## src/rtl/sync_hunting_packet_deframer_unit_macros.svh

```systemverilog
`ifndef SYNC_HUNTING_PACKET_DEFRAMER_UNIT_MACROS_SVH
`define SYNC_HUNTING_PACKET_DEFRAMER_UNIT_MACROS_SVH

// same-cycle implication under synchronous reset
`define SHPD_ASSERT_NOW(label, clk, rst_n, ante, cons) \
    label: assert property (@(posedge clk) disable iff (!rst_n) (ante) |-> (cons)) \
        else $error("deframer check failed");

// next-cycle implication under synchronous reset
`define SHPD_ASSERT_NEXT(label, clk, rst_n, ante, cons) \
    label: assert property (@(posedge clk) disable iff (!rst_n) (ante) |=> (cons)) \
        else $error("deframer check failed");

`endif

```

## src/rtl/shpd_pkg.sv

```systemverilog
package shpd_pkg;

    typedef logic [3:0] t_phase;
    typedef logic [1:0] t_kind;

    localparam t_phase PH_HEADER   = 4'd0;
    localparam t_phase PH_LENGTH   = 4'd1;
    localparam t_phase PH_PAYLOAD  = 4'd2;
    localparam t_phase PH_HUNT     = 4'd3;
    localparam t_phase PH_HLEN     = 4'd4;
    localparam t_phase PH_HSKIP    = 4'd5;
    localparam t_phase PH_HCHECK   = 4'd6;
    localparam t_phase PH_HLEN2    = 4'd7;
    localparam t_phase PH_HDISCARD = 4'd8;

    localparam t_kind KIND_PAYLOAD = 2'd0;
    localparam t_kind KIND_EMPTY   = 2'd1;
    localparam t_kind KIND_RESYNC  = 2'd2;

    localparam int unsigned ADDR_W = 3;
    localparam logic [ADDR_W-1:0] REG_SYNC_BYTE = 3'd0;

endpackage

```

## src/rtl/sync_hunting_packet_deframer_unit.sv

```systemverilog
// channel   direction  handshake             payload
// rx        in         i_valid / o_ready     i_rx_byte
// result    out        o_valid / i_ready     o_kind, o_payload_byte, o_byte_index,
//                                            o_last, o_packet_length
// config    in         psel/penable/pwrite   paddr, pwdata -> prdata, pready
//
// one byte accepted per cycle unless a held result backs up the input register; a result
// passes from its byte through the input register and then the single state-update stage
// synchronous active-low reset returns to locked, expecting a header byte
// a held result stalls the state stage only; the input register still
// takes a byte whenever it is free or moving on in the same cycle
`include "sync_hunting_packet_deframer_unit_macros.svh"

module sync_hunting_packet_deframer_unit (
    input  logic                           i_clk,
    input  logic                           i_rst_n,
    input  logic                           i_valid,
    output logic                           o_ready,
    input  logic [7:0]                     i_rx_byte,
    output logic                           o_valid,
    input  logic                           i_ready,
    output logic [1:0]                     o_kind,
    output logic [7:0]                     o_payload_byte,
    output logic [7:0]                     o_byte_index,
    output logic                           o_last,
    output logic [7:0]                     o_packet_length,
    input  logic                           psel,
    input  logic                           penable,
    input  logic                           pwrite,
    input  logic [shpd_pkg::ADDR_W-1:0]    paddr,
    input  logic [31:0]                    pwdata,
    output logic [31:0]                    prdata,
    output logic                           pready
);

    logic [7:0]           r_sync_byte;

    logic                 r_in_valid;
    logic [7:0]           r_in_byte;

    shpd_pkg::t_phase     r_phase, n_phase;
    logic [7:0]           r_bytes_left, n_bytes_left;
    logic [7:0]           r_cur_len, n_cur_len;
    logic [7:0]           r_pos, n_pos;

    logic                 r_out_valid, n_out_valid;
    shpd_pkg::t_kind      r_kind, n_kind;
    logic [7:0]           r_payload_byte, n_payload_byte;
    logic [7:0]           r_byte_index, n_byte_index;
    logic                 r_last, n_last;
    logic [7:0]           r_packet_length, n_packet_length;

    logic                 advance;
    logic                 is_sync;
    logic [7:0]           left_dec;
    logic                 out_payload;
    logic                 out_empty;

    assign pready = 1'b1;
    assign prdata = (paddr[2] == shpd_pkg::REG_SYNC_BYTE[2]) ? {24'd0, r_sync_byte} : 32'd0;

    always_ff @(posedge i_clk) begin
        if (!i_rst_n) begin
            r_sync_byte        <= 8'd0;
        end else if (psel && penable && pwrite && pready) begin
            if (paddr[2] == shpd_pkg::REG_SYNC_BYTE[2]) begin
                r_sync_byte <= pwdata[7:0];
            end
        end
    end

    assign advance = r_in_valid && (!r_out_valid || i_ready);
    assign o_ready = !r_in_valid || advance;

    always_ff @(posedge i_clk) begin
        if (!i_rst_n) begin
            r_in_valid <= 1'b0;
        end else if (o_ready) begin
            r_in_valid <= i_valid;
        end
    end

    always_ff @(posedge i_clk) begin
        if (o_ready && i_valid) begin
            r_in_byte <= i_rx_byte;
        end
    end

    assign is_sync  = (r_in_byte == r_sync_byte);
    assign left_dec = r_bytes_left - 8'd1;

    always_comb begin
        n_phase         = r_phase;
        n_bytes_left    = r_bytes_left;
        n_cur_len       = r_cur_len;
        n_pos           = r_pos;
        n_out_valid     = 1'b0;
        n_kind          = shpd_pkg::KIND_PAYLOAD;
        n_payload_byte  = 8'd0;
        n_byte_index    = 8'd0;
        n_last          = 1'b1;
        n_packet_length = 8'd0;
        case (r_phase)
            shpd_pkg::PH_HEADER: begin
                n_phase = is_sync ? shpd_pkg::PH_LENGTH : shpd_pkg::PH_HUNT;
            end
            shpd_pkg::PH_LENGTH: begin
                n_cur_len = r_in_byte;
                n_pos     = 8'd0;
                if (r_in_byte == 8'd0) begin
                    n_phase     = shpd_pkg::PH_HEADER;
                    n_out_valid = 1'b1;
                    n_kind      = shpd_pkg::KIND_EMPTY;
                end else begin
                    n_bytes_left = r_in_byte;
                    n_phase      = shpd_pkg::PH_PAYLOAD;
                end
            end
            shpd_pkg::PH_PAYLOAD: begin
                n_out_valid     = 1'b1;
                n_kind          = shpd_pkg::KIND_PAYLOAD;
                n_payload_byte  = r_in_byte;
                n_byte_index    = r_pos;
                n_last          = (r_bytes_left <= 8'd1);
                n_packet_length = r_cur_len;
                n_pos           = r_pos + 8'd1;
                n_bytes_left    = left_dec;
                if (r_bytes_left <= 8'd1) begin
                    n_phase = shpd_pkg::PH_HEADER;
                end
            end
            shpd_pkg::PH_HUNT: begin
                if (is_sync) begin
                    n_phase = shpd_pkg::PH_HLEN;
                end
            end
            shpd_pkg::PH_HLEN: begin
                n_bytes_left = r_in_byte;
                n_phase = (r_in_byte == 8'd0) ? shpd_pkg::PH_HCHECK : shpd_pkg::PH_HSKIP;
            end
            shpd_pkg::PH_HSKIP: begin
                n_bytes_left = left_dec;
                if (left_dec == 8'd0) begin
                    n_phase = shpd_pkg::PH_HCHECK;
                end
            end
            shpd_pkg::PH_HCHECK: begin
                n_phase = is_sync ? shpd_pkg::PH_HLEN2 : shpd_pkg::PH_HUNT;
            end
            shpd_pkg::PH_HLEN2: begin
                n_cur_len    = r_in_byte;
                n_bytes_left = r_in_byte;
                if (r_in_byte == 8'd0) begin
                    n_phase     = shpd_pkg::PH_HEADER;
                    n_out_valid = 1'b1;
                    n_kind      = shpd_pkg::KIND_RESYNC;
                end else begin
                    n_phase = shpd_pkg::PH_HDISCARD;
                end
            end
            shpd_pkg::PH_HDISCARD: begin
                n_bytes_left = left_dec;
                if (left_dec == 8'd0) begin
                    n_phase         = shpd_pkg::PH_HEADER;
                    n_out_valid     = 1'b1;
                    n_kind          = shpd_pkg::KIND_RESYNC;
                    n_packet_length = r_cur_len;
                end
            end
            default: begin
                n_phase = shpd_pkg::PH_HEADER;
            end
        endcase
    end

    always_ff @(posedge i_clk) begin
        if (!i_rst_n) begin
            r_phase      <= shpd_pkg::PH_HEADER;
            r_bytes_left <= 8'd0;
            r_cur_len    <= 8'd0;
            r_pos        <= 8'd0;
            r_out_valid  <= 1'b0;
        end else if (advance) begin
            r_phase      <= n_phase;
            r_bytes_left <= n_bytes_left;
            r_cur_len    <= n_cur_len;
            r_pos        <= n_pos;
            r_out_valid  <= n_out_valid;
        end else if (i_ready) begin
            r_out_valid  <= 1'b0;
        end
    end

    always_ff @(posedge i_clk) begin
        if (advance) begin
            r_kind          <= n_kind;
            r_payload_byte  <= n_payload_byte;
            r_byte_index    <= n_byte_index;
            r_last          <= n_last;
            r_packet_length <= n_packet_length;
        end
    end

    assign o_valid         = r_out_valid;
    assign o_kind          = r_kind;
    assign o_payload_byte  = r_payload_byte;
    assign o_byte_index    = r_byte_index;
    assign o_last          = r_last;
    assign o_packet_length = r_packet_length;

    assign out_payload = r_out_valid && (r_kind == shpd_pkg::KIND_PAYLOAD);
    assign out_empty   = r_out_valid && (r_kind == shpd_pkg::KIND_EMPTY);

    `SHPD_ASSERT_NOW(a_event_last, i_clk, i_rst_n, r_out_valid && !out_payload, r_last)
    `SHPD_ASSERT_NOW(a_index_in_len, i_clk, i_rst_n, out_payload, r_byte_index < r_packet_length)
    `SHPD_ASSERT_NOW(a_payload_left, i_clk, i_rst_n, r_phase == shpd_pkg::PH_PAYLOAD, |r_bytes_left)
    `SHPD_ASSERT_NOW(a_empty_len, i_clk, i_rst_n, out_empty, r_packet_length == 8'd0)
    `SHPD_ASSERT_NEXT(a_header_after_event, i_clk, i_rst_n, advance && n_out_valid && n_last, r_phase == shpd_pkg::PH_HEADER)

endmodule

```

## config.mk

```make
export PLATFORM = sky130hd
export DESIGN_NAME = sync_hunting_packet_deframer_unit
export DESIGN_NICKNAME = d
export VERILOG_FILES = /design/src/rtl/shpd_pkg.sv /design/src/rtl/sync_hunting_packet_deframer_unit.sv
export VERILOG_INCLUDE_DIRS = /design/src /design/src/rtl
export SDC_FILE = /design/constraint.sdc
export NUM_CORES = 1
export LEC_CHECK = 0
export BUFFER_PORTS_ARGS = -buffer_cell sky130_fd_sc_hd__buf_2
export CAP_MARGIN = 10
export CELL_PAD_IN_SITES_DETAIL_PLACEMENT = 2
export CELL_PAD_IN_SITES_GLOBAL_PLACEMENT = 2
export CORE_UTILIZATION = 33
export CTS_CLUSTER_SIZE = 12
export DETAILED_ROUTE_END_ITERATION = 10
export PLACE_DENSITY = 0.84
export SLEW_MARGIN = 20
export SYNTH_ARGS = -nofsm -noshare
export SYNTH_HDL_FRONTEND = slang
export SYNTH_SLANG_ARGS = --single-unit
```

## constraint.sdc

```tcl
create_clock -name i_clk -period 5.55 [get_ports i_clk]
set_clock_uncertainty 0.2 [all_clocks]
set_input_delay 0.555 -clock i_clk [delete_from_list [all_inputs] [get_ports i_clk]]
set_output_delay 0.555 -clock i_clk [all_outputs]
set_load 0.02 [all_outputs]
```

==> Implementation_results.wiki <==
{| class="wikitable"
! Metric !! Value
|-
| Result of the run || finished clean
|-
| Type of the worst setup path || register to register
|-
| Most area-hungry cell type in the Yosys netlist || sky130_fd_sc_hd__edfxtp_1
|-
| Share of Yosys cell area claimed by the top area cell type || between 20% and 30%
|-
| Total vias in the final route || between 3000 and 4000
|-
| Count of H-tree levels built during CTS || 3
|-
| Die Span Y || roughly 110 um
|-
| Number of global-route vias before repair || approximately 3200
|-
| Top Ports || 112
|-
| Violation count after the first detailed-routing iteration || 65
|-
| CP Max Fanout || 9
|-
| Layout cell share with drive strength beyond 1 || about a fifth
|-
| Sum Neg Setup Slack || 0 ps
|-
| Final count of negative-setup-slack endpoints || 0
|-
| Setup slack of the worst register-to-register path || ~2500 ps
|-
| Floorplan row count || 38
|-
| Clock share of power || 42.8%
|-
| Final Wtd Congestion || roughly 0.81
|-
| Half-perimeter wire length after detailed placement || 7410 um
|-
| # Post-CTS Setup Buffers || 0
|-
| Switching power total || between 0.3 and 0.4 mW
|-
| Floorplan die width || about 110 um
|-
| Number of buffers created by CTS || 9
|-
| Residual overflow from global routing || 0
|-
| Count of warnings emitted by yosys || 0
|-
| Count of port buffers added during placement || 60
|-
| Proportion of power drawn by combinational gates || about an eighth
|-
| Most instantiated cells after synthesis || sky130_fd_sc_hd__dfxtp_1, sky130_fd_sc_hd__nand2_1, sky130_fd_sc_hd__edfxtp_1
|-
| Filler cell count || ~1200
|-
| Worst-case vdd ir drop || 0.000116 V
|-
| Final cycle utilization of the critical path || between 50% and 60%
|-
| Number of detailed-routing iterations run before antenna repair || 4
|-
| Arrival @ worst endpoint || roughly 3000 ps
|-
| Area added between synthesis and finish || 16.7%
|-
| Max-slew violation count || 0
|-
| Proportion of synthesized flip-flops having asynchronous set or reset || 0%
|-
| Post-synth EDFFs || 35
|-
| Transition time at the pin with the least slew margin || 1050 ps
|-
| Placeable core region || around 11000 um^2
|-
| Total number of clock tree sinks || 73
|-
| Deepest clock path buffer count || 2
|-
| Wire length of the first global-routing pass || roughly 17000 um
|-
| Tot GR Track Use || 19.8%
|-
| Unrepaired setup endpoints after global routing || false
|-
| CTS Hold Buffers Added || 0
|-
| ANT cells || 0
|-
| Detail Route Antenna Nets || 0
|-
| Achievable Freq || between 0.3 and 0.4 GHz
|-
| Max-capacitance violation count || 0
|-
| Sequential share of power || between 40 and 50%
|-
| Number of instances in the synthesized netlist || 380
|-
| Number of cell instances on the worst register-to-register path || 7
|-
| Clock transition at the registers of the reported paths || around 70 ps
|-
| Routed WL per cell || approximately 19 um
|-
| Total power divided by cell area || 311 nW/um^2
|-
| Final critical delay including setup and external delays || around 3100 ps
|-
| Worst reg2reg endpoint || o_packet_length[6]$_DFFE_PP_
|-
| Starting utilization of the core area || between 30 and 40%
|-
| Worst reg2reg startpoint || r_bytes_left[0]$_SDFFE_PN0P_
|-
| Worst Path Required || about 5500 ps
|-
| Post-layout instance count excluding filler cells || around 580
|-
| Latest clock arrival within the worst-skew pair || around 340 ps
|-
| Unique masters post-synth || 61
|-
| Detail-routed via count per cell || approximately 5.2
|-
| Number of placed instances with taps included || roughly 560
|-
| CP startpoint || r_bytes_left[0]$_SDFFE_PN0P_
|-
| Cell area after synthesis || 3730 um^2
|-
| Synth top area cells || sky130_fd_sc_hd__edfxtp_1, sky130_fd_sc_hd__dfxtp_1, sky130_fd_sc_hd__buf_4
|-
| Post-cts resize count || 0
|-
| Critical Path Sink Type || register
|-
| Worst setup SP type || register
|-
| Die Area || about 12000 um^2
|-
| Type of the most critical hold path || input port to register
|-
| Hold Violations, Final || 0
|-
| Number of nets in the finished design || 487
|-
| Number of antenna violations at the first check in global routing || 0
|-
| Yosys reg bits || 73
|-
| Switching portion of total power || between 20% and 30%
|-
| Cell at the root of the clock tree || sky130_fd_sc_hd__clkbuf_16
|-
| Maximum number of pins on one net before global-route repair || 32
|-
| DRC viols || 0
|-
| Predominant post-synthesis flop cell || sky130_fd_sc_hd__dfxtp_1
|-
| Leakage power of the design || 1.72 nW
|-
| TritonCTS clock tree || built
|-
| Wire length reported by the detailed router || around 11000 um
|-
| Internal power || approximately 0.95 mW
|-
| Most frequent cell after synthesis || sky130_fd_sc_hd__dfxtp_1
|-
| Max-slew headroom || between 20% and 30%
|-
| Average size of a mapped cell || ~10 um^2
|-
| Sequential-to-total area share from yosys stat || 48.6%
|-
| Setup crit end || o_packet_length[6]$_DFFE_PP_
|}
## routing by layer
metal	part of all wire, %	wire length, um	GRT usage, %
met5	0	0	0
met1	43	4670	23.3
met2	53	5800	36.1
met4	1.3	145	5.79
met3	2.5	276	3.74
## worst max-delay path, stage by stage, from the launching register on
cell and delay [ps]:
sky130_fd_sc_hd__dfxtp_1 550, sky130_fd_sc_hd__inv_1 110, sky130_fd_sc_hd__ha_1 340, sky130_fd_sc_hd__o21bai_1 210, sky130_fd_sc_hd__a211o_1 320, sky130_fd_sc_hd__a311oi_2 600, sky130_fd_sc_hd__a21oi_2 250, sky130_fd_sc_hd__nor3b_1 300
## how the worst min path moves through the flow
stage / start / to / slack (ps) / cells past startpoint
floorplan: r_cur_len[0]$_SDFFE_PN0P_ / r_cur_len[0]$_SDFFE_PN0P_ / 260 / 2
global placement: r_cur_len[4]$_SDFFE_PN0P_ / r_cur_len[4]$_SDFFE_PN0P_ / 270 / 2
detailed placement: r_sync_byte[6]$_SDFFE_PN0P_ / r_sync_byte[6]$_SDFFE_PN0P_ / 290 / 2
CTS: i_rx_byte[4] / r_in_byte[4]$_DFFE_PP_ / 180 / 1
global route: i_rx_byte[4] / r_in_byte[4]$_DFFE_PP_ / 180 / 1
finish: i_rx_byte[4] / r_in_byte[4]$_DFFE_PP_ / 190 / 1
## area by class of cell
cell class | count | area, um^2 | area share, %
flip-flops and latches | 73 | 1810 | 41.7
multi-input cells | 278 | 1720 | 39.5
repair buffers | 61 | 308 | 7.08
clock buffers | 9 | 225 | 5.18
well taps | 140 | 175 | 4.03
clock inverters | 7 | 71.3 | 1.64
inverters | 10 | 37.5 | 0.863
## registers in the layout (all words and copies together) (netlist names)
name	cells
o_byte_index	8
o_kind	2
o_last	1
o_packet_length	8
o_payload_byte	8
o_valid	1
r_bytes_left	8
r_cur_len	8
r_in_byte	8
r_in_valid	1
r_phase	4
r_pos	8
r_sync_byte	8
## cell families (layout without fill, tap and decap cells)
kind of cell | Yosys count | after routing | synth area share [%]
buffers and inverters | 52 | 87 | 8.26
adders and majority gates | 4 | 4 | 1.34
other | 2 | 25 | 0.202
DFF | 73 | 73 | 48.6
and+or+nand+nor | 146 | 146 | 21.3
AOI/OAI and AO/OA | 77 | 77 | 13.8
xor gates and xnor gates | 14 | 14 | 3.29
muxes | 12 | 12 | 3.22
## stage by stage
stage | worst slack, ps | util, % | total power [mW] | instance area [um^2] | hold WS, ps
after detailed placement | 2590 | 36.9 | 0.781 | 4040 | 288
after CTS | 2470 | 39.7 | 1.36 | 4340 | 182
after global routing | 2340 | 39.8 | 1.40 | 4350 | 180
after global placement | 2680 | 36.9 | 0.773 | 4040 | 267
final | 2480 | 39.8 | 1.35 | 4350 | 189
after floorplan | 3140 | - | 0.744 | 3810 | 255
## power groups by stage
stage,clock (mW),combinational (mW),sequential [mW]
6_report,0.579,0.160,0.614
3_5_place_dp,0,0.156,0.625
2_1_floorplan,0,0.126,0.617
5_1_grt,0.610,0.176,0.617
4_1_cts,0.590,0.159,0.614
3_3_place_gp,0,0.149,0.624
## placed cells by master, fill, tap and decap left out, types with 5 or more instances in the layout
cell,n
sky130_fd_sc_hd__nor2b_1,13
sky130_fd_sc_hd__o21ai_0,7
sky130_fd_sc_hd__nor2_1,28
sky130_fd_sc_hd__nand4_1,7
sky130_fd_sc_hd__conb_1,25
sky130_fd_sc_hd__nor4_1,6
sky130_fd_sc_hd__a21oi_1,26
sky130_fd_sc_hd__buf_2,60
sky130_fd_sc_hd__nand2_1,36
sky130_fd_sc_hd__o21ai_1,10
sky130_fd_sc_hd__xnor2_1,12
sky130_fd_sc_hd__dfxtp_1,38
sky130_fd_sc_hd__inv_1,7
sky130_fd_sc_hd__clkbuf_16,9
sky130_fd_sc_hd__nor3b_1,8
sky130_fd_sc_hd__and3_1,5
sky130_fd_sc_hd__mux2i_1,12
sky130_fd_sc_hd__nand3_1,6
sky130_fd_sc_hd__and2_1,15
sky130_fd_sc_hd__edfxtp_1,35
No activity file was read; power rests on OpenSTA's default activity.
